`src/design/adf_pkg.sv`:
```
// Shared types, constants and fixed-point helpers for the advection-diffusion
// form accumulator. No dependencies; every design file imports this package.
`default_nettype none

package adf_pkg;

  localparam int FRAC_BITS = 16;

  localparam logic [30:0] CAP31 = 31'h7FFF_FFFF;
  // 0.45 in fixed point, rounded as the 0.9 * 0.5 shock constant
  localparam logic [30:0] SHOCK_COEF = 31'(((9 << FRAC_BITS) + 10) / 20);
  localparam logic [30:0] DIFF_RESET = 31'(1 << FRAC_BITS);

  localparam logic [2:0] CFG_DIFFUSION  = 3'd0;
  localparam logic [2:0] CFG_VELOCITY_X = 3'd1;
  localparam logic [2:0] CFG_VELOCITY_Y = 3'd2;
  localparam logic [2:0] CFG_SHOCK      = 3'd3;
  localparam logic [2:0] CFG_STAB       = 3'd4;

  // micro-program labels
  localparam logic [4:0] PC_BASE_END  = 5'd7;
  localparam logic [4:0] PC_R_END     = 5'd9;
  localparam logic [4:0] PC_SHOCK_END = 5'd16;
  localparam logic [4:0] PC_STAB      = 5'd17;
  localparam logic [4:0] PC_LAST      = 5'd30;

  localparam logic signed [65:0] SAT_HI = 66'sh7FFF_FFFF;
  localparam logic signed [65:0] SAT_LO = -66'sh8000_0000;
  localparam logic signed [65:0] ROUND_HALF = 66'sd1 <<< (FRAC_BITS - 1);
  localparam logic signed [63:0] MAX64 = 64'sh7FFF_FFFF_FFFF_FFFF;
  localparam logic signed [63:0] MIN64 = 64'sh8000_0000_0000_0000;

  typedef enum logic [2:0] {
    ST_IDLE,
    ST_MUL,
    ST_WB,
    ST_WAIT,
    ST_FINISH
  } state_e;

  typedef enum logic [4:0] {
    SRC_ZERO, SRC_W, SRC_UV, SRC_UDX, SRC_UDY, SRC_VDX, SRC_VDY, SRC_ULAP,
    SRC_VLAP, SRC_H, SRC_EPS, SRC_B1, SRC_B2, SRC_T1, SRC_GD, SRC_RABS,
    SRC_Q, SRC_COEF, SRC_SIX, SRC_BN, SRC_E6, SRC_P, SRC_TAU, SRC_RV, SRC_RU
  } src_e;

  typedef enum logic [3:0] {
    WB_Q, WB_ACC, WB_DOT, WB_ADDADV, WB_QSUB_ADV, WB_QSUB_R, WB_QSUB_T1,
    WB_SUM, WB_P, WB_CAP, WB_SQRT, WB_DIVQ, WB_DIVT
  } wb_e;

  typedef enum logic [3:0] {
    DST_NONE, DST_T1, DST_GD, DST_ADV, DST_R, DST_Q, DST_P, DST_E6, DST_TAU,
    DST_RU, DST_RV, DST_BN, DST_D, DST_DEN
  } dst_e;

  typedef struct packed {
    src_e a;
    src_e b;
    wb_e  wb;
    dst_e dst;
  } uop_t;

  typedef struct packed {
    logic               ovf;
    logic signed [63:0] val;
  } sat_add_t;

  function automatic logic signed [31:0] sat32_f(input logic signed [65:0] x);
    logic signed [31:0] r;
    if (x > SAT_HI) r = 32'sh7FFF_FFFF;
    else if (x < SAT_LO) r = 32'sh8000_0000;
    else r = x[31:0];
    return r;
  endfunction

  // round to nearest, halves upward, then drop the fraction bits
  function automatic logic signed [65:0] rshift_f(input logic signed [63:0] x);
    logic signed [65:0] t;
    t = $signed({{2{x[63]}}, x}) + ROUND_HALF;
    return t >>> FRAC_BITS;
  endfunction

  function automatic sat_add_t sadd64_f(input logic signed [63:0] a,
                                        input logic signed [63:0] b);
    logic signed [64:0] s;
    sat_add_t r;
    s = $signed({a[63], a}) + $signed({b[63], b});
    r.ovf = s[64] ^ s[63];
    if (r.ovf) r.val = s[64] ? MIN64 : MAX64;
    else r.val = s[63:0];
    return r;
  endfunction

  function automatic uop_t uop_f(input logic [4:0] pc);
    uop_t u;
    unique case (pc)
      5'd0:  u = '{SRC_UDX,  SRC_VDX,  WB_ACC,      DST_NONE};
      5'd1:  u = '{SRC_UDY,  SRC_VDY,  WB_DOT,      DST_GD};
      5'd2:  u = '{SRC_B1,   SRC_UV,   WB_Q,        DST_T1};
      5'd3:  u = '{SRC_T1,   SRC_VDX,  WB_Q,        DST_ADV};
      5'd4:  u = '{SRC_B2,   SRC_UV,   WB_Q,        DST_T1};
      5'd5:  u = '{SRC_T1,   SRC_VDY,  WB_ADDADV,   DST_ADV};
      5'd6:  u = '{SRC_EPS,  SRC_GD,   WB_QSUB_ADV, DST_T1};
      5'd7:  u = '{SRC_W,    SRC_T1,   WB_SUM,      DST_NONE};
      5'd8:  u = '{SRC_B1,   SRC_UDX,  WB_ACC,      DST_NONE};
      5'd9:  u = '{SRC_B2,   SRC_UDY,  WB_DOT,      DST_R};
      5'd10: u = '{SRC_UDX,  SRC_UDX,  WB_ACC,      DST_NONE};
      5'd11: u = '{SRC_UDY,  SRC_UDY,  WB_SQRT,     DST_DEN};
      5'd12: u = '{SRC_ZERO, SRC_ZERO, WB_DIVQ,     DST_Q};
      5'd13: u = '{SRC_COEF, SRC_H,    WB_Q,        DST_T1};
      5'd14: u = '{SRC_T1,   SRC_RABS, WB_Q,        DST_T1};
      5'd15: u = '{SRC_T1,   SRC_Q,    WB_Q,        DST_T1};
      5'd16: u = '{SRC_W,    SRC_T1,   WB_SUM,      DST_NONE};
      5'd17: u = '{SRC_B1,   SRC_B1,   WB_ACC,      DST_NONE};
      5'd18: u = '{SRC_B2,   SRC_B2,   WB_SQRT,     DST_BN};
      5'd19: u = '{SRC_BN,   SRC_H,    WB_P,        DST_P};
      5'd20: u = '{SRC_EPS,  SRC_SIX,  WB_CAP,      DST_E6};
      5'd21: u = '{SRC_E6,   SRC_E6,   WB_ACC,      DST_NONE};
      5'd22: u = '{SRC_P,    SRC_P,    WB_SQRT,     DST_D};
      5'd23: u = '{SRC_H,    SRC_H,    WB_DIVT,     DST_TAU};
      5'd24: u = '{SRC_EPS,  SRC_ULAP, WB_QSUB_R,   DST_RU};
      5'd25: u = '{SRC_B1,   SRC_VDX,  WB_ACC,      DST_NONE};
      5'd26: u = '{SRC_B2,   SRC_VDY,  WB_DOT,      DST_T1};
      5'd27: u = '{SRC_EPS,  SRC_VLAP, WB_QSUB_T1,  DST_RV};
      5'd28: u = '{SRC_TAU,  SRC_RV,   WB_Q,        DST_T1};
      5'd29: u = '{SRC_T1,   SRC_RU,   WB_Q,        DST_T1};
      5'd30: u = '{SRC_W,    SRC_T1,   WB_SUM,      DST_NONE};
      default: u = '{SRC_ZERO, SRC_ZERO, WB_ACC,    DST_NONE};
    endcase
    return u;
  endfunction

endpackage

`default_nettype wire

```
`src/design/adf_div.sv`:
```
// Restoring unsigned divider, 64-bit dividend by 34-bit divisor, one bit a cycle.
// Depends on adf_pkg.
`default_nettype none

module adf_div
  import adf_pkg::*;
(
  input  wire logic        clk_i,
  input  wire logic        rst_ni,
  input  wire logic        start_i,
  input  wire logic [63:0] num_i,
  input  wire logic [33:0] den_i,
  output logic             done_o,
  output logic [63:0]      quo_o
);

  logic        busy_q, done_q;
  logic [5:0]  cnt_q;
  logic [63:0] quo_q;
  logic [33:0] den_q, rem_q;
  logic [34:0] rem_sh, rem_sub;
  logic        ge;

  assign rem_sh  = {rem_q, quo_q[63]};
  assign ge      = rem_sh >= {1'b0, den_q};
  assign rem_sub = rem_sh - {1'b0, den_q};
  assign done_o  = done_q;
  assign quo_o   = quo_q;

  always_ff @(posedge clk_i or negedge rst_ni) begin
    if (!rst_ni) begin
      busy_q <= 1'b0;
      done_q <= 1'b0;
      cnt_q  <= '0;
    end else begin
      done_q <= 1'b0;
      if (start_i) begin
        busy_q <= 1'b1;
        cnt_q  <= '0;
      end else if (busy_q) begin
        cnt_q <= cnt_q + 6'd1;
        if (cnt_q == 6'd63) begin
          busy_q <= 1'b0;
          done_q <= 1'b1;
        end
      end
    end
  end

  always_ff @(posedge clk_i) begin
    if (start_i) begin
      quo_q <= num_i;
      den_q <= den_i;
      rem_q <= '0;
    end else if (busy_q) begin
      quo_q <= {quo_q[62:0], ge};
      rem_q <= ge ? rem_sub[33:0] : rem_sh[33:0];
    end
  end

endmodule

`default_nettype wire

```
`config.mk`:
```
export PLATFORM = sky130hd
export DESIGN_NAME = adf_div
export DESIGN_NICKNAME = d
export VERILOG_FILES = /design/src/design/adf_pkg.sv /design/src/design/adf_div.sv
export SDC_FILE = /design/constraint.sdc
export NUM_CORES = 1
export LEC_CHECK = 0
export ABC_AREA = 1
export BUFFER_PORTS_ARGS = -buffer_cell sky130_fd_sc_hd__buf_2
export CORE_MARGIN = 4
export CORE_UTILIZATION = 50
export CTS_CLUSTER_DIAMETER = 60
export CTS_CLUSTER_SIZE = 8
export DETAILED_ROUTE_END_ITERATION = 12
export PLACE_DENSITY = 0.81
export SYNTH_ARGS = -nofsm -noshare
export SYNTH_HDL_FRONTEND = slang
export SYNTH_SLANG_ARGS = --single-unit
```
`constraint.sdc`:
```
create_clock -name clk_i -period 3.1 [get_ports clk_i]
set_input_delay 0.155 -clock clk_i [delete_from_list [all_inputs] [get_ports clk_i]]
set_output_delay 0.155 -clock clk_i [all_outputs]
set_load 0.05 [all_outputs]
```
# After elaboration in Yosys (flattened, before gate mapping)
# Cells that the tools add are included.
# Widths: inputs -> output; s select.
[word_totals]
register_bits = 140
inputBits = 101
output_inout_bits = 65
[classes]
addsub = 2
order_cmp = 1
n_eq_ne = 1
n_mux = 11
reduce_logical = 1
[op_table]
columns = ["op", "n"]
rows = [
  ["$mux 64", 2],
  ["$ge 35x34->1", 1],
  ["$mux 34", 1],
  ["$sub 34x34->34", 1],
  ["$mux 6", 2],
  ["$add 6x1->6 const B", 1],
  ["$eq 6x6->1 const B", 1],
  ["$mux 1", 6],
  ["$reduce_bool 2->1", 1],
]

# Longest topological paths before layout
# Gate-level depths: netlist of run 1.
[depth]
depth_word = 4
ltp_mapped = 16
depth_no_buf = 16

# Worst setup path before layout of run 1
# No wires, ideal clock.
[synth_path]
path_type = "register to register"
from = "register busy_q"
to = "register quo_q[0] (netlist: quo_o[0]), enable pin"
setup_ns = 0.454
arrival_ns = 2.637
required_ns = 2.646
slack_ns = 0.009
stages_incl_launch_ff = 4
path_buffers = 1
synth_period_minus_slack_ns = 3.091
path_cell_list = "dfrtp_1 -> nor2_1 -> inv_2 -> buf_1"
[synth_between]
elab_chain_len = 1
[synth_rtl]
columns = ["item", "line_no", "text"]
rows = [
  ["start, declared", "adf_div.sv:17", "logic busy_q, done_q;"],
  ["start signal, assigned", "adf_div.sv:32", "busy_q <= 1'b0;"],
  ["start signal, assigned", "adf_div.sv:38", "busy_q <= 1'b1;"],
  ["start signal, assigned", "adf_div.sv:43", "busy_q <= 1'b0;"],
  ["$reduce_bool 2->1 (no line)", "--", ""],
  ["end signal, assigned", "adf_div.sv:52", "quo_q <= num_i;"],
  ["end signal, assigned", "adf_div.sv:56", "quo_q <= {quo_q[62:0], ge};"],
  ["end, declared", "adf_div.sv:19", "logic [63:0] quo_q;"],
]
# Every way passes these cells.
# A chain may end at the register's enable or synchronous reset.

# Worst setup path in the final report of run 1
[layout_path]
from = "register den_q[17]"
to = "register rem_q[3]"
[layout_between]
elab_chain_len = 2
[layout_rtl]
columns = ["item", "line_no", "text"]
rows = [
  ["start, declared", "adf_div.sv:20", "logic [33:0] den_q, rem_q;"],
  ["start signal, assigned", "adf_div.sv:53", "den_q <= den_i;"],
  ["$ge 35x34->1", "adf_div.sv:25", "assign ge = rem_sh >= {1'b0, den_q};"],
  ["$mux 34", "adf_div.sv:57", "rem_q <= ge ? rem_sub[33:0] : rem_sh[33:0];"],
  ["end signal, assigned", "adf_div.sv:57", ""],
  ["end, declared", "adf_div.sv:20", ""],
]
# Every way passes these cells.

==> results.md, run 1 <==
* Via Count at 8199
* Area taken by flip-flops and latches at about 3800 sq um
* Detailed Place HPWL at 16830 microns
* Rel. slew slack at 0.5455
* Crit path DAT at between 2000 and 3000 ps
* Final Cycle Share at 0.8397
* Overall fraction of global-route tracks in use at 0.2705
* Worst setup timing slack at the placement stage at 548.5 ps
* Slowest stage cell, crit path: sky130_fd_sc_hd__nor2_4
* Core Footprint at roughly 17000 sq um
* Setup clock skew after layout at 14.12 ps
* TritonCTS buffer count at 17
* PD cells at 788.4 nW/um^2
* Unrepaired setup endpoints after global routing: false
* Setup slack after layout at 496.9 ps
* Highest attainable clock frequency at 384.2 MHz
* Kind of path behind the tightest hold check: primary input to flop
* Most frequent cells in the layout: sky130_fd_sc_hd__nand2_1 (476), sky130_fd_sc_hd__inv_1 (175), sky130_fd_sc_hd__buf_2 (164)
* DR iter-0 viols at 682
* Outcome: finished, final reports clean
* Number of top-level pins at 166
* Fillcell total at 1371
* Total grt overflow at 0
* Clk Latency, worst-skew pair at around 430 ps
* Leakage Power at around 5.7 nW
* Root cell of the clock tree: sky130_fd_sc_hd__clkbuf_16
* Mapped Cells at 1143
* CTS tree: done
* DP Area at 9478 sq um
* Area growth syn-to-layout at 28.31%
* Post-CTS Setup Repair Bufs at 0
* Endpoint class of the critical path: flop
* Overall routed net length at 24830 microns
* Count of final hold-check violations at 0
* Kind of critical path: flop to flop
* Worst IR Drop VDD at 0.0004731 V
* Max-slew violations at 0
* Maximum fanout along the worst path at 22
* Post-CTS Resized at 0
* Number of rows in the core area at 47
* Final critical delay including setup and external delays at around 2600 ps
* Initial antenna violation count at 0
* Maximum Capacitance Violations at 0
* Count of input and output buffers at ~170
* Most common cell on crit path: sky130_fd_sc_hd__nand2_1
* Post-Route Setup TNS at 0 ps
* Slowest stage delay, CP at 410 ps
* Post-Layout Inst Area at 10840 sq um
* Drt wl/cell at approximately 15 microns
* Multi-input gate area in the final layout at between 3000 and 4000 sq um
* Slew of the pin with the lowest slew margin at 681.8 ps
* Startpoint type of the worst setup path: flop
* Synth Area per Inst at 7.392 sq um
* Setup violation total in the final timing report at 0
* Synthesis-stage register bit count at 140
* Share of post-route cells with drive strength above 1 at 0.1652
* Data required time of the worst path at ~3400 ps
* Largest delay share family, worst path: simple AND/OR/NAND/NOR gates
* Global placement routability congestion at 1.017
* Yosys warning count at 0
* Net count after synthesis at 1280
* Number of antenna diodes at 0
* Ordered list of cells on the worst path: inv_1, ha_1, nand2_1, nor2_1, nand2_1, nor2_1, nand2_1, nand2_2, nor2_4, buf_4, nand3_1, nand3_1, o21ai_0
* Vias in the first global route at between 8000 and 9000
* Maximum number of pins on one net before global-route repair at 83
* Share of the yosys chip area belonging to registers at 0.4525
* Most common cell after layout, fill and taps aside: sky130_fd_sc_hd__nand2_1
* Post-synth EDFFs at 98
* 1st-pass router iterations at 5
* Count of unique library cells instantiated by Yosys at 40
* Number of nets still failing antenna checks after routing at 0
* Post-synthesis cell area at 8449 sq um
* Async SR Flop Fraction at 0.05714
* Top flip-flop cell by instance count after synthesis: sky130_fd_sc_hd__edfxtp_1
* Clock-pin slew of the registers on the worst-case setup and hold paths at approximately 70 ps
* Final-stage net count at 1522
* Die boundary height at 138.0 microns
* Overall die area at 19040 sq um
* Clock tree buffer depth at 2
* Wire length of the first global-routing pass at 40050 microns
* Ratio of routed vias to standard cells at 5.067
* Die Wd at 138.0 microns
* Effective utilization at floorplan at 0.5095
* Clock sink count at 140
* Final Hold Slack at 9.941 ps
* Worst path buffer plus inverter count at 2
* Remaining DRCs at 0
* Number of H-tree branching levels at 4
==> where the power goes <==
group	total [W]	switching [W]	internal, W
Clock	0.00197	0.000835	0.00114
Combinational	0.00403	0.00263	0.00140
Sequential	0.00255	0.000200	0.00235
Total	0.00855	0.00367	0.00488
==> final timing paths <==
check / slack [ps] / cells past startpoint / from / end
worst max-delay path: 500 / 13 / den_q[17] / rem_q[3]
worst max register to register: 500 / 13 / den_q[17] / rem_q[3]
worst min register to register: 470 / 2 / rem_q[21] / rem_q[21]
min in group asynchronous: 100 / 2 / rst_ni / done_o
max in group asynchronous: 2830 / 2 / rst_ni / cnt_q[3]
worst min-delay path: 10 / 3 / num_i[52] / quo_o[52]
==> layout make-up <==
| type | instances | share of cell area |
|---|---|---|
| multi-input combinational | 792 | 0.3511 |
| inverter | 183 | 0.06336 |
| timing repair buffer | 251 | 0.1556 |
| sequential | 140 | 0.3527 |
| clock inverter | 12 | 0.01073 |
| tap | 220 | 0.02539 |
| clock buffer | 20 | 0.04120 |
==> cell families after synthesis <==
logic type      synth area share
simple gates              0.3404
fa+ha+maj                0.05420
xor+xnor                 0.01762
compound gates           0.03791
flops                     0.4525
buf+inv                  0.09729
==> timing repair <==
item / CTS / global route
endpoints found under the hold margin: 87 / 0
endpoints found under the setup margin: 0 / 0
hold buffers: 80 / 0
==> tightest hold or removal path, delay by kind of cell <==
kind                   cells  cell delay (ps)
buffers and inverters      1               80
and+or+nand+nor            2              100
==> metrics by stage <==
step | total power (W) | util | std cells
after floorplan | 0.005595 | - | 1143
after CTS | 0.008521 | 0.6538 | 1618
after global placement | 0.006397 | 0.5715 | 1506
after global routing | 0.009208 | 0.6538 | 1618
final | 0.008547 | 0.6538 | 1618
after detailed placement | 0.006454 | 0.5715 | 1506
==> sequential cells by signal, indices dropped and copies added, names as in the netlist <==
| signal | count |
|---|---|
| busy_q | 1 |
| done_o | 1 |
| cnt_q | 6 |
| den_q | 34 |
| quo_o | 64 |
| rem_q | 34 |
==> synthesized netlist by cell type, types with 2 or more instances <==
cell type,number,area share
sky130_fd_sc_hd__nand2_1,476,0.21
sky130_fd_sc_hd__inv_1,175,0.078
sky130_fd_sc_hd__nand3_1,99,0.059
sky130_fd_sc_hd__edfxtp_1,98,0.35
sky130_fd_sc_hd__nor2_1,56,0.025
sky130_fd_sc_hd__ha_1,35,0.052
sky130_fd_sc_hd__dfxtp_1,34,0.081
sky130_fd_sc_hd__a21oi_1,23,0.014
sky130_fd_sc_hd__clkbuf_1,15,0.0067
sky130_fd_sc_hd__o21ai_1,15,0.0089
sky130_fd_sc_hd__xnor2_1,15,0.016
sky130_fd_sc_hd__nand3b_1,14,0.012
sky130_fd_sc_hd__o21ai_0,11,0.0065
sky130_fd_sc_hd__buf_2,9,0.0053
sky130_fd_sc_hd__nand4_1,9,0.0067
sky130_fd_sc_hd__dfrtp_1,8,0.024
sky130_fd_sc_hd__inv_2,8,0.0036
sky130_fd_sc_hd__nand2_2,6,0.0044
sky130_fd_sc_hd__nor3_1,4,0.0024
sky130_fd_sc_hd__nor2_4,3,0.0040
sky130_fd_sc_hd__o21bai_1,3,0.0027
sky130_fd_sc_hd__and2_1,2,0.0015
sky130_fd_sc_hd__buf_6,2,0.0027
sky130_fd_sc_hd__nand2_8,2,0.0047
sky130_fd_sc_hd__nor2_2,2,0.0015
sky130_fd_sc_hd__nor3_2,2,0.0024
sky130_fd_sc_hd__nor4_1,2,0.0015
sky130_fd_sc_hd__or2_2,2,0.0015
sky130_fd_sc_hd__xor2_1,2,0.0021
==> per-layer routing <==
layer	routed length [microns]	track usage	share of wire
met2	12110	0.4591	0.49
met4	674	0.1043	0.027
met5	0	0	0
met3	1999	0.06640	0.081
met1	10040	0.3328	0.40
No activity file was read; power rests on OpenSTA's default activity.
==> run 2: changes to the inputs <==
==> constraint.sdc (replaced) <==
create_clock -name clk_i -period 2.1 [get_ports clk_i]
set_input_delay 0.105 -clock clk_i [delete_from_list [all_inputs] [get_ports clk_i]]
set_output_delay 0.105 -clock clk_i [all_outputs]
set_load 0.05 [all_outputs]
==> run 2 against run 1 <==
  * Highest routed layer is now met5
  * Via count rose by 20%
  * Register-to-register slack got worse by 610 ps
  * Clock-buffer cell count fell by 3
  * Fmax rose by 18%
  * Global-route usage is 7.0 points higher
  * The flow now finishes with violations (setup timing)
  * Wire length increased by 40%
  * Hold slack improved by 44 ps
  * Critical endpoint is now rem_q[18]
  * Critical path depth grew 3
  * Non-clock buffer count up 163
  * Die area is the same
  * Design area increased by 23%
  * Setup slack lost 610 ps
==> results.md, run 2 (synthesized netlist as in run 1, its figures left out) <==
* Core Footprint at 16580 sq um (unchanged)
* Detailed Place HPWL at 18890 microns (was 16830 microns)
* Setup violation total in the final timing report at 31 (was 0)
* Overall fraction of global-route tracks in use at 0.3410 (was 0.2705)
* Count of final hold-check violations at 0 (unchanged)
* Post-Route Setup TNS at -1327 ps (was 0 ps)
* Multi-input gate area in the final layout at 4887 sq um (was 3806 sq um)
* Leakage Power at 6.788 nW (was 5.733 nW)
* Max-slew violations at 0 (unchanged)
* Drt wl/cell at 19.46 microns (was 15.34 microns)
* DP Area at 10430 sq um (was 9478 sq um)
* Violated checks: setup timing
* Startpoint type of the worst setup path: flop (unchanged)
* Number of H-tree branching levels at 4 (unchanged)
* Most common cell after layout, fill and taps aside: sky130_fd_sc_hd__nand2_1 (unchanged)
* Wire length of the first global-routing pass at 49820 microns (was 40050 microns)
* Global placement routability congestion at 1.003 (was 1.017)
* Clk Latency, worst-skew pair at 440 ps (was 430 ps)
* GR met3 Demand/Resource at 0.08491 (was 0.06640)
* Overall routed net length at 34760 microns (was 24830 microns)
* Total grt overflow at 0 (unchanged)
* Effective utilization at floorplan at 0.5095 (unchanged)
* CTS tree: done (unchanged)
* Area taken by flip-flops and latches at 3824 sq um (unchanged)
* Length in cells of the worst reg-to-reg path at 16 (was 13)
* Share of post-route cells with drive strength above 1 at 0.3629 (was 0.1652)
* Number of rows in the core area at 47 (unchanged)
* Data required time of the worst path at 2400 ps (was 3390 ps)
* Cell count of the worst hold path at 3 (unchanged)
* Global routing met2 resource utilization at 0.5773 (was 0.4591)
* Crit path DAT at 2510 ps (was 2890 ps)
* Endpoint class of the critical path: flop (unchanged)
* Maximum Capacitance Violations at 0 (unchanged)
* Maximum number of pins on one net before global-route repair at 73 (was 83)
* Ratio of routed vias to standard cells at 5.529 (was 5.067)
* Number of nets still failing antenna checks after routing at 0 (unchanged)
* Most frequent cells in the layout: sky130_fd_sc_hd__nand2_1 (418), sky130_fd_sc_hd__buf_2 (164), sky130_fd_sc_hd__inv_1 (150) (was sky130_fd_sc_hd__nand2_1 (476), sky130_fd_sc_hd__inv_1 (175), sky130_fd_sc_hd__buf_2 (164))
* Die boundary height at 138.0 microns (unchanged)
* Slew of the pin with the lowest slew margin at 445.4 ps (was 681.8 ps)
* Rel. slew slack at 0.7031 (was 0.5455)
* Maximum fanout along the worst path at 6 (was 22)
* GRT Max-Usage Layer: met2 (unchanged)
* Vias in the first global route at 9853 (was 8241)
* TritonCTS buffer count at 17 (unchanged)
* Via Count at 9874 (was 8199)
* Setup slack after layout at -113.3 ps (was 496.9 ps)
* Area growth syn-to-layout at 58.32% (was 28.31%)
* DR iter-0 viols at 1194 (was 682)
* Initial antenna violation count at 1 (was 0)
* Kind of critical path: flop to flop (unchanged)
* Clock tree buffer depth at 2 (unchanged)
* Highest attainable clock frequency at 451.8 MHz (was 384.2 MHz)
* Overall die area at 19040 sq um (unchanged)
* 1st-pass router iterations at 7 (was 5)
* Setup clock skew after layout at 11.12 ps (was 14.12 ps)
* Die Wd at 138.0 microns (unchanged)
* Fillcell total at 949 (was 1371)
* Post-Layout Inst Area at 13380 sq um (was 10840 sq um)
* Worst IR Drop VDD at 0.0008652 V (was 0.0004731 V)
* Final critical delay including setup and external delays at 2213 ps (was 2603 ps)
* Clock sink count at 140 (unchanged)
* Clock-pin slew of the registers on the worst-case setup and hold paths at 70 ps (about the same)
* Remaining DRCs at 0 (unchanged)
* Number of top-level pins at 166 (unchanged)
* Root cell of the clock tree: sky130_fd_sc_hd__clkbuf_16 (unchanged)
* Final-stage net count at 1689 (was 1522)
* Count of input and output buffers at 165 (unchanged)
* PD cells at 1298 nW/um^2 (was 788.4 nW/um^2)
* Unrepaired setup endpoints after global routing: true (was false)
* Kind of path behind the tightest hold check: primary input to flop (unchanged)
* Final Cycle Share at 1.054 (was 0.8397)
* Flip-flop count of the largest register, all copies and words added at 64 (unchanged)
* Global-route met1 utilization at 0.4023 (was 0.3328)
* Outcome: finished, violations left (was finished, final reports clean)
==> run 2: final timing paths <==
kind	startpoint	end	slack, ps
worst max-delay path	den_q[22]	rem_q[18]	-110
worst min-delay path	num_i[0]	quo_o[0]	50
worst max register to register	den_q[22]	rem_q[18]	-110
worst min register to register	rem_q[28]	rem_q[28]	490
max in group asynchronous	rst_ni	cnt_q[1]	1830
min in group asynchronous	rst_ni	cnt_q[3]	70
==> run 2: area by class of cell <==
type / instances / share of cell area
Antenna cell: 1 / 0.0001871
Inverter: 183 / 0.05135
Tap cell: 220 / 0.02058
Clock buffer: 17 / 0.03180
Sequential cell: 140 / 0.2858
Clock inverter: 15 / 0.01132
Timing Repair Buffer: 414 / 0.2336
Multi-Input combinational cell: 796 / 0.3654
==> run 2: worst max-delay path, cell delays in order, from the launching register on <==
cell                       delay (ps)
sky130_fd_sc_hd__edfxtp_1         380
sky130_fd_sc_hd__inv_2            100
sky130_fd_sc_hd__ha_4             220
sky130_fd_sc_hd__nand2_1          130
sky130_fd_sc_hd__inv_2             50
sky130_fd_sc_hd__nand2_1           60
sky130_fd_sc_hd__nand2_1           70
sky130_fd_sc_hd__nand2_1           90
sky130_fd_sc_hd__nand2_2           70
sky130_fd_sc_hd__a21oi_4          150
sky130_fd_sc_hd__nand2_4           90
sky130_fd_sc_hd__nand2_8          110
sky130_fd_sc_hd__buf_12           180
sky130_fd_sc_hd__buf_6            140
sky130_fd_sc_hd__nand3_1           60
sky130_fd_sc_hd__nand3_1           80
sky130_fd_sc_hd__o21ai_1          100
==> run 2: routing by layer <==
layer	up-vias	share of wire	wire length [microns]
li1	4425	-	-
met5	-	0.00046	16
met1	4542	0.35	12190
met3	178	0.11	3733
met4	2	0.063	2182
met2	727	0.48	16630
==> run 2: where the power goes <==
part | total [W] | internal (W) | switching [W]
combinational | 0.0104 | 0.00451 | 0.00585
clock | 0.00309 | 0.00168 | 0.00141
sequential | 0.00390 | 0.00347 | 0.000438
==> run 2: per-stage QoR <==
step / worst slack [ps] / util / power (W) / hold slack [ps] / instances
after detailed placement: -149.1 / 0.6290 / 0.01107 / -40.09 / 1624
after CTS: -15.93 / 0.7687 / 0.01550 / 4.921 / 1775
after global routing: -199.4 / 0.8065 / 0.01817 / 54.15 / 1785
final: -113.3 / 0.8066 / 0.01736 / 53.46 / 1786
after floorplan: -117.8 / - / 0.008290 / -190.6 / 1143
after global placement: -102.4 / 0.6290 / 0.01093 / -43.14 / 1624
==> run 2: timing repair <==
item,4_1_cts,5_1_grt
gates resized for setup,98,131
hold buffers,96,1
setup endpoints to repair,35,35
pin swaps,23,35
gates cloned,7,1
hold endpoints to repair,103,1
buffers inserted,16,11
==> run 3: changes to the inputs <==
--- a/config.mk
+++ b/config.mk
@@ -7,6 +7,7 @@
 export LEC_CHECK = 0
 export ABC_AREA = 1
 export BUFFER_PORTS_ARGS = -buffer_cell sky130_fd_sc_hd__buf_2
+export CORE_ASPECT_RATIO = 1.25
 export CORE_MARGIN = 4
 export CORE_UTILIZATION = 50
 export CTS_CLUSTER_DIAMETER = 60
==> run 3 against run 2 <==
  * The run still ends with setup timing left
  * Cell count is 1.3% lower
  * Wire length is 5.7% lower
  * Non-clock buffer count is 14 lower
  * Sequential power is essentially flat
  * Highest routed layer is now met4
  * Register-to-register slack worse by 40 ps
  * Total power shrank 4.5%
  * Clock-buffer cell count is 1 higher
  * Critical path depth stayed put
==> results.md, run 3 (synthesized netlist as in run 1, its figures left out) <==
* Outcome: finished, violations left (unchanged)
* Violated checks: setup timing (unchanged)
* Global routing met2 resource utilization at 0.5490 (was 0.5773)
* Slew of the pin with the lowest slew margin at 722.2 ps (was 445.4 ps)
* CTS tree: done (unchanged)
* Number of nets still failing antenna checks after routing at 0 (unchanged)
* Clk Latency, worst-skew pair at 430 ps (was 440 ps)
* Effective utilization at floorplan at 0.5153 (was 0.5095)
* Final critical delay including setup and external delays at 2252 ps (was 2213 ps)
* Worst IR Drop VDD at 0.0006949 V (was 0.0008652 V)
* Worst setup timing slack at the placement stage at -251.0 ps (was -149.1 ps)
* Final Cycle Share at 1.073 (was 1.054)
* Die boundary height at 153.3 microns (was 138.0 microns)
* Clock tree buffer depth at 2 (unchanged)
* Startpoint type of the worst setup path: flop (unchanged)
* Number of antenna diodes at 0 (was 1)
* Final-stage net count at 1671 (was 1689)
* Setup clock skew after layout at 8.534 ps (was 11.12 ps)
* Vias in the first global route at 9602 (was 9853)
* Post-Route Setup TNS at -3247 ps (was -1327 ps)
* Number of top-level pins at 166 (unchanged)
* Crit path DAT at 2580 ps (was 2510 ps)
* Core Footprint at 16400 sq um (was 16580 sq um)
* Area growth syn-to-layout at 53.22% (was 58.32%)
* Total grt overflow at 0 (unchanged)
* Drt wl/cell at 18.60 microns (was 19.46 microns)
* Leakage Power at 6.564 nW (was 6.788 nW)
* Initial antenna violation count at 0 (was 1)
* Root cell of the clock tree: sky130_fd_sc_hd__clkbuf_16 (unchanged)
* Hold wc startpoint: num_i[0] (unchanged)
* Detailed Place HPWL at 18760 microns (was 18890 microns)
* Maximum fanout along the worst path at 6 (unchanged)
* Remaining DRCs at 0 (unchanged)
* PD cells at 1280 nW/um^2 (was 1298 nW/um^2)
* Post-layout utilization of the core at 0.7896 (was 0.8066)
* Maximum number of pins on one net before global-route repair at 84 (was 73)
* Multi-input gate area in the final layout at 4634 sq um (was 4887 sq um)
* Clock-pin slew of the registers on the worst-case setup and hold paths at 60 ps (was 70 ps)
* Overall fraction of global-route tracks in use at 0.3127 (was 0.3410)
* Global-route met1 utilization at 0.3525 (was 0.4023)
* Kind of path behind the tightest hold check: primary input to flop (unchanged)
* Hold worst-path end: quo_o[0] (unchanged)
* Highest attainable clock frequency at 444.0 MHz (was 451.8 MHz)
* Total Power at 0.01658 W (was 0.01736 W)
* Maximum Capacitance Violations at 0 (unchanged)
* Clock sink count at 140 (unchanged)
* Count of final hold-check violations at 0 (unchanged)
* Ratio of routed vias to standard cells at 5.499 (was 5.529)
* Startpoint of the lowest-slack register-to-register path: den_q[29] (was den_q[22])
* Post-Layout Inst Area at 12950 sq um (was 13380 sq um)
* Rel. slew slack at 0.5185 (was 0.7031)
* Most common cell after layout, fill and taps aside: sky130_fd_sc_hd__nand2_1 (unchanged)
* Global placement routability congestion at 0.9692 (was 1.003)
* Overall die area at 19060 sq um (was 19040 sq um)
* DP Area at 10330 sq um (was 10430 sq um)
* Max-slew violations at 0 (unchanged)
* Wire length of the first global-routing pass at 48070 microns (was 49820 microns)
* Data required time of the worst path at 2430 ps (was 2400 ps)
* Worst r2r dst: rem_q[22] (was rem_q[18])
* Endpoint class of the critical path: flop (unchanged)
* Overall routed net length at 32790 microns (was 34760 microns)
* Cell count of the worst hold path at 3 (unchanged)
* Length in cells of the worst reg-to-reg path at 16 (unchanged)
* GRT Max-Usage Layer: met2 (unchanged)
* Setup slack after layout at -152.5 ps (was -113.3 ps)
* Number of H-tree branching levels at 4 (unchanged)
* 1st-pass router iterations at 5 (was 7)
* TritonCTS buffer count at 17 (unchanged)
* Via Count at 9695 (was 9874)
* Setup slack of the most critical reg-to-reg path at -150 ps (was -110 ps)
* Die Wd at 124.3 microns (was 138.0 microns)
* Number of rows in the core area at 52 (was 47)
* Area taken by flip-flops and latches at 3824 sq um (unchanged)
* Flip-flop count of the largest register, all copies and words added at 64 (unchanged)
* DR iter-0 viols at 936 (was 1194)
* Most frequent cells in the layout: sky130_fd_sc_hd__nand2_1 (433), sky130_fd_sc_hd__buf_2 (164), sky130_fd_sc_hd__inv_1 (155) (was sky130_fd_sc_hd__nand2_1 (418), sky130_fd_sc_hd__buf_2 (164), sky130_fd_sc_hd__inv_1 (150))
* Fillcell total at 937 (was 949)
* Share of post-route cells with drive strength above 1 at 0.3245 (was 0.3629)
* Unrepaired setup endpoints after global routing: true (unchanged)
* Setup violation total in the final timing report at 33 (was 31)
* Kind of critical path: flop to flop (unchanged)
* Count of input and output buffers at 165 (unchanged)
* GR met3 Demand/Resource at 0.06841 (was 0.08491)
[run 3: cell types whose count changed in the layout (fill, tap and decap cells not counted), sizes merged]
cell	previous run	this run
nand2	489	485
inv	193	186
clkinv	1	6
clkinvlp	3	4
clkbuf	18	19
diode	1	0
dlygate4sd3	97	98
buf	316	301
[run 3: layout make-up]
cell class,count,area share
multi-input combinational,792,0.3580
sequential,140,0.2954
timing repair buffer,400,0.2302
inverter,183,0.05306
clock buffer,18,0.03315
tap,216,0.02088
clock inverter,14,0.009375
[run 3: what timing repair did]
action                     CTS  global route
setup endpoints to repair   35            35
buffers inserted            15             7
gates cloned                 2             2
hold buffers                98             0
hold endpoints to repair   105             0
gates resized for setup     87            89
pin swaps                   31            27
[run 3: metrics by stage]
step                hold slack, ps  std cells
floorplan                   -190.6       1143
global placement            -41.50       1611
detailed placement          -37.05       1611
CTS                          14.71       1756
global route                 43.77       1763
finish                       34.80       1763
[run 3: layer usage]
layer,up-vias,wire (microns)
met5,-,0
met3,193,3275
met1,4422,11420
met2,711,15820
met4,0,2280
li1,4369,-
[run 3: critical path, stage by stage, from the launching register on]
cell and delay [ps]:
sky130_fd_sc_hd__edfxtp_1 330, sky130_fd_sc_hd__inv_1 60, sky130_fd_sc_hd__ha_4 290, sky130_fd_sc_hd__nand2_2 80, sky130_fd_sc_hd__nor3_4 190, sky130_fd_sc_hd__nand2_2 160
sky130_fd_sc_hd__nor2_4 140, sky130_fd_sc_hd__nand2_1 80, sky130_fd_sc_hd__nand2_2 90, sky130_fd_sc_hd__nor2_4 40, sky130_fd_sc_hd__buf_12 140, sky130_fd_sc_hd__nand2_8 120
sky130_fd_sc_hd__buf_8 140, sky130_fd_sc_hd__buf_6 110, sky130_fd_sc_hd__nand3_4 60, sky130_fd_sc_hd__nand3_2 70, sky130_fd_sc_hd__nand2_1 50
[run 3: worst max-delay path by stage]
stage / startpoint / end / slack (ps) / cells after the start
6_report: den_q[29] / rem_q[22] / -150 / 16
5_1_grt: den_q[4] / rem_q[31] / -290 / 15
4_1_cts: den_q[32] / rem_q[17] / -90 / 13
3_5_place_dp: den_q[32] / rem_q[16] / -250 / 10
3_3_place_gp: den_q[32] / rem_q[33] / -190 / 12
2_1_floorplan: quo_o[63] / rem_q[12] / -120 / 14
[run 3: power breakdown]
group	internal, W	leakage [nW]	switching [W]	total, W
Sequential	0.00347	1.42	0.000436	0.00390
Combinational	0.00429	4.88	0.00548	0.00977
Clock	0.00163	0.258	0.00128	0.00291
Total	0.00938	6.56	0.00719	0.0166
